<file path="src/sv/bnit_pkg.sv">
// Shared types and constants for the name index table.
`default_nettype none
package bnit_pkg;
   localparam logic [1:0] ACT_INSERT = 2'd0;
   localparam logic [1:0] ACT_FIND   = 2'd1;
   localparam logic [1:0] ACT_NAME   = 2'd2;
   localparam logic [1:0] ACT_NONE   = 2'd3;

   localparam logic [2:0] ST_OK        = 3'd0;
   localparam logic [2:0] ST_NOT_FOUND = 3'd1;
   localparam logic [2:0] ST_FULL      = 3'd2;
   localparam logic [2:0] ST_RANGE     = 3'd3;
   localparam logic [2:0] ST_DUPLICATE = 3'd4;

   localparam int KEY_W = 160;

   typedef enum logic [3:0] {
      CMD_NONE,
      CMD_START,
      CMD_PROBE,
      CMD_STEP,
      CMD_SHIFT_RD,
      CMD_SHIFT_WR,
      CMD_PLACE,
      CMD_NAME_RD,
      CMD_FINISH
   } cmd_type;

   typedef struct packed {
      logic search_done;
      logic found;
      logic shift_done;
      logic full;
      logic [1:0] action;
   } status_type;
endpackage
`default_nettype wire

</file>
<file path="src/sv/bnit_control.sv">
// Controller state machine of the name index table.
`default_nettype none
module bnit_control
   import bnit_pkg::*;
(
   input  wire logic clock,
   input  wire logic reset,
   input  wire logic req_fire,
   input  wire logic rsp_fire,
   input  wire status_type stat,
   output cmd_type cmd,
   output logic idle,
   output logic rsp_valid
);
   localparam logic [3:0] S_IDLE = 4'd0;
   localparam logic [3:0] S_DECIDE = 4'd1;
   localparam logic [3:0] S_READ = 4'd2;
   localparam logic [3:0] S_NAME = 4'd3;
   localparam logic [3:0] S_CMP = 4'd4;
   localparam logic [3:0] S_AFTER = 4'd5;
   localparam logic [3:0] S_SHRD = 4'd6;
   localparam logic [3:0] S_SHWR = 4'd7;
   localparam logic [3:0] S_FIN = 4'd8;
   localparam logic [3:0] S_OUT = 4'd9;
   localparam logic [3:0] S_NMRD = 4'd10;

   logic [3:0] state_ff, state_in;

   always_ff @(posedge clock) begin
      if (reset) state_ff <= S_IDLE;
      else state_ff <= state_in;
   end

   always_comb begin
      state_in = state_ff;
      cmd = CMD_NONE;
      case (state_ff)
         S_IDLE: if (req_fire) begin
            cmd = CMD_START;
            state_in = S_DECIDE;
         end
         S_DECIDE: begin
            if (stat.action == ACT_NAME) state_in = S_NMRD;
            else if (stat.action == ACT_INSERT || stat.action == ACT_FIND)
               state_in = S_READ;
            else state_in = S_FIN;
         end
         S_NMRD: begin
            cmd = CMD_NAME_RD;
            state_in = S_FIN;
         end
         S_READ: begin
            if (stat.search_done) state_in = S_AFTER;
            else begin
               cmd = CMD_PROBE;
               state_in = S_NAME;
            end
         end
         S_NAME: begin
            cmd = CMD_STEP;
            state_in = S_CMP;
         end
         S_CMP: state_in = S_READ;
         S_AFTER: begin
            if (stat.action == ACT_INSERT && !stat.found && !stat.full)
               state_in = S_SHRD;
            else state_in = S_FIN;
         end
         S_SHRD: begin
            if (stat.shift_done) begin
               cmd = CMD_PLACE;
               state_in = S_FIN;
            end else begin
               cmd = CMD_SHIFT_RD;
               state_in = S_SHWR;
            end
         end
         S_SHWR: begin
            cmd = CMD_SHIFT_WR;
            state_in = S_SHRD;
         end
         S_FIN: begin
            cmd = CMD_FINISH;
            state_in = S_OUT;
         end
         S_OUT: if (rsp_fire) state_in = S_IDLE;
         default: state_in = S_IDLE;
      endcase
   end

   assign idle = (state_ff == S_IDLE);
   assign rsp_valid = (state_ff == S_OUT);

`ifndef ASSERT_OFF
   a_out_holds: assert property (@(posedge clock) disable iff (reset)
      (rsp_valid && !rsp_fire) |=> rsp_valid) else $error("response dropped");
   a_no_accept_busy: assert property (@(posedge clock) disable iff (reset)
      !idle |-> !req_fire) else $error("request taken while busy");
   a_finish_then_out: assert property (@(posedge clock) disable iff (reset)
      (cmd == CMD_FINISH) |=> rsp_valid) else $error("finish without response");
`endif
endmodule
`default_nettype wire

</file>
<file path="config.mk">
export PLATFORM = sky130hd
export DESIGN_NAME = bnit_control
export DESIGN_NICKNAME = d
export VERILOG_FILES = /design/src/sv/bnit_pkg.sv /design/src/sv/bnit_control.sv
export SDC_FILE = /design/constraint.sdc
export NUM_CORES = 1
export LEC_CHECK = 0
export BUFFER_PORTS_ARGS = -buffer_cell sky130_fd_sc_hd__buf_2
export CAP_MARGIN = 10
export CORE_AREA = 3 3 40 42
export CTS_BUF_LIST = sky130_fd_sc_hd__clkbuf_16
export CTS_CLUSTER_DIAMETER = 60
export DETAILED_ROUTE_END_ITERATION = 8
export DIE_AREA = 0 0 43 45
export PLACE_DENSITY = 0.64
export SLEW_MARGIN = 5
export SYNTH_ARGS = -nofsm -noshare
export SYNTH_HDL_FRONTEND = slang
export SYNTH_SLANG_ARGS = --single-unit
</file>
<file path="constraint.sdc">
create_clock -name clock -period 1.27 [get_ports clock]
set_input_delay 0.254 -clock clock [delete_from_list [all_inputs] [get_ports clock]]
set_output_delay 0.254 -clock clock [all_outputs]
set_load 0.01 [all_outputs]
</file>
==> metrics.md <==
| Metric | Value |
|---|---|
| Final period utilization | `116.7%` |
| H-tree depth | `1` |
| Initial Util | `30.09%` |
| Die Height | `45 um` |
| Number of flip-flops in the largest register | `4` |
| RSZ-0062 raised after global routing | `true` |
| DRT iter0 DRCs | `10` |
| Max cap viols | `0` |
| Final setup vio count | `9` |
| Arr. time, crit path | `1.23 ns` |
| Fin nets | `97` |
| # clock sinks | `4` |
| Synth unique cells | `27` |
| Largest register by flop count | `state_ff` |
| Post-synth top area cell | `dfxtp_1` |
| Hold Buf Count CTS | `0` |
| Leading post-synthesis cells by cell area | `dfxtp_1, nor2b_1, a21oi_1` |
| Die width | `43 um` |
| DIE AREA | `1935 sq um` |
| Max Slew Vio Count | `0` |
| Worst Path Required | `1.02 ns` |
| Register bit total from synthesis | `4` |
| Final hold vios | `0` |
| Failing checks | `setup timing` |
| Grt total ovfl | `0` |
| # port buffers | `15` |
| CTS tree | `done` |
| PnR worst setup slack | `-0.2121 ns` |
| Share of the synthesized area in the top cell type | `20.71%` |
| Initial antenna violation count | `0` |
| Clk slew on worst S/H paths | `0.03 ns` |
| Critical Path Fanout Max | `6` |
| Diode count | `0` |
| Max frequency | `674.7 MHz` |
| HP Class | `input port to register` |
| Leakage power | `0.3358 nW` |
| VDD IR-drop max | `0.8088 mV` |
| Register area share after synthesis | `20.71%` |
| Status | `complete, but fails checks` |
| Root buf cell | `clkbuf_16` |
| GP Congestion | `0.8364` |
| Startpoint Class | `register` |
| Hpwl dp | `859.1 um` |
| P per Cell Area | `1536 nW/um^2` |
| Net Count, Synth | `63` |
| Top Registers | `state_ff: 4 flops` |
| WL/cell | `13.44 um` |
| Max transition margin | `65.45%` |
| Antenna Violating Nets Remaining | `0` |
| Syn_area_per_cell | `7.295 sq um` |
| DR pass1 iterations | `4` |
| Drt drc | `0` |
| GRT Util Overall | `12.66%` |
| Yosys warns | `0` |
| WL final | `1344 um` |
| Final min period | `1.482 ns` |
| Clock Latency Late Sink | `0.22 ns` |
| First-pass GRT wire length | `1863 um` |
| Vias | `509` |
| Vias per inst | `5.090` |
| Crit path kind | `register to output port` |
| Placement Cell Area | `553.0 sq um` |
| Mapped Area | `386.6 sq um` |
| Vias in the first global route | `444` |
| Final Skew | `0.001327 ns` |
| CTS Buf Count | `3` |
| Worst-Margin Slew | `0.5135 ns` |
| I/O pin count | `16` |
| Core Box Area | `1285 sq um` |
| Synth Instances | `53` |
| Post-route cell area | `765.7 sq um` |
| Clk buf depth | `2` |
| Setup crit end kind | `output port` |
| Share of layout cells above drive strength 1 | `64.71%` |
| Area Growth Syn to Fin | `98.06%` |
| Placed cell count | `92` |
| FILL cells | `120` |
| Largest net degree at the start of global routing | `11` |
| Cell Count, Final, Fillers Out | `100` |
| Row count | `13` |
worst max-delay path: stages (launching register included):
cell,delay [ns]
dfxtp_4,0.35
or2_4,0.27
o22ai_2,0.14
and2_1,0.13
buf_2,0.12
where the power goes:
group / internal [mW] / switching [mW]
combinational: 0.279 / 0.225
sequential: 0.154 / 0.0406
clock: 0.401 / 0.0762
total: 0.835 / 0.342
path summary, 6_finish.rpt:
kind                from           to  slack, ns  depth (start not counted)
max reg2reg  state_ff[0]  state_ff[3]      -0.12                          6
min reg2reg  state_ff[2]  state_ff[1]       0.69                          4
min                reset  state_ff[1]       0.27                          2
max          state_ff[0]       cmd[1]      -0.21                          4
routing by layer:
layer / track usage (%) / routed length (um)
met3: 3.984 / 54
met1: 16.63 / 577
met4: 4.819 / 0
met2: 19.46 / 712
met5: 0 / 0
cells in the final DEF (no fill, tap or decap), types with 3 or more instances in the layout:
cell type and n:
buf_2 14, buf_4 12, buf_6 6, a21oi_1 4, nor2b_1 4, dfxtp_4 4, nor2_1 3, clkbuf_16 3
cell usage after synthesis:
cell type and n:
or2_4 1, dfxtp_1 4, o211ai_1 1, inv_1 2
a31oi_1 2, o221ai_1 1, and2b_4 1, nor4_1 1
a21oi_1 6, o21ai_1 2, and3_1 1, nor2b_1 6
a221o_1 1, or4_4 1, nor2_1 6, o21ai_0 2
and2_1 2, nand2b_4 1, buf_4 1, nor3_2 1
o31a_1 2, o22ai_1 1, nand3b_1 1, nor2b_2 1
buf_2 2, nand2_1 2, nand2b_1 1
metrics by stage:
| stage | setup WS (ns) | setup TNS (ns) | hold WS [ns] | util, % | power, mW |
|---|---|---|---|---|---|
| 2_1_floorplan | 0.01394 | 0 | 0.3231 | - | 0.4014 |
| 3_3_place_gp | -0.09171 | -0.1351 | 0.4929 | 43.04 | 0.5476 |
| 3_5_place_dp | -0.08478 | -0.1187 | 0.4938 | 43.04 | 0.5508 |
| 4_1_cts | -0.2144 | -0.5788 | 0.2536 | 52.19 | 1.079 |
| 5_1_grt | -0.2719 | -1.563 | 0.2706 | 59.59 | 1.250 |
| 6_report | -0.2121 | -0.9906 | 0.2662 | 59.59 | 1.176 |
cell type report:
cell class,count,area (sq um),area share (%)
multi-input cells,44,341.6,44.61
repair buffers,32,227.7,29.74
flip-flops and latches,4,95.09,12.42
clock buffers,3,75.07,9.804
well taps,15,18.77,2.451
inverters,2,7.507,0.9804
kinds of logic after synthesis:
family / after synthesis / synth area share [%]
simple gates: 26 / 43.69
compound gates: 18 / 29.13
buf+inv: 5 / 6.474
flops: 4 / 20.71
what timing repair did:
item | 4_1_cts | 5_1_grt
pin swaps | 1 | 5
gates resized for setup | 12 | 17
buffers inserted | 1 | 4
setup endpoints to repair | 7 | 8
Note: power is estimated with default switching activity, not from simulation.
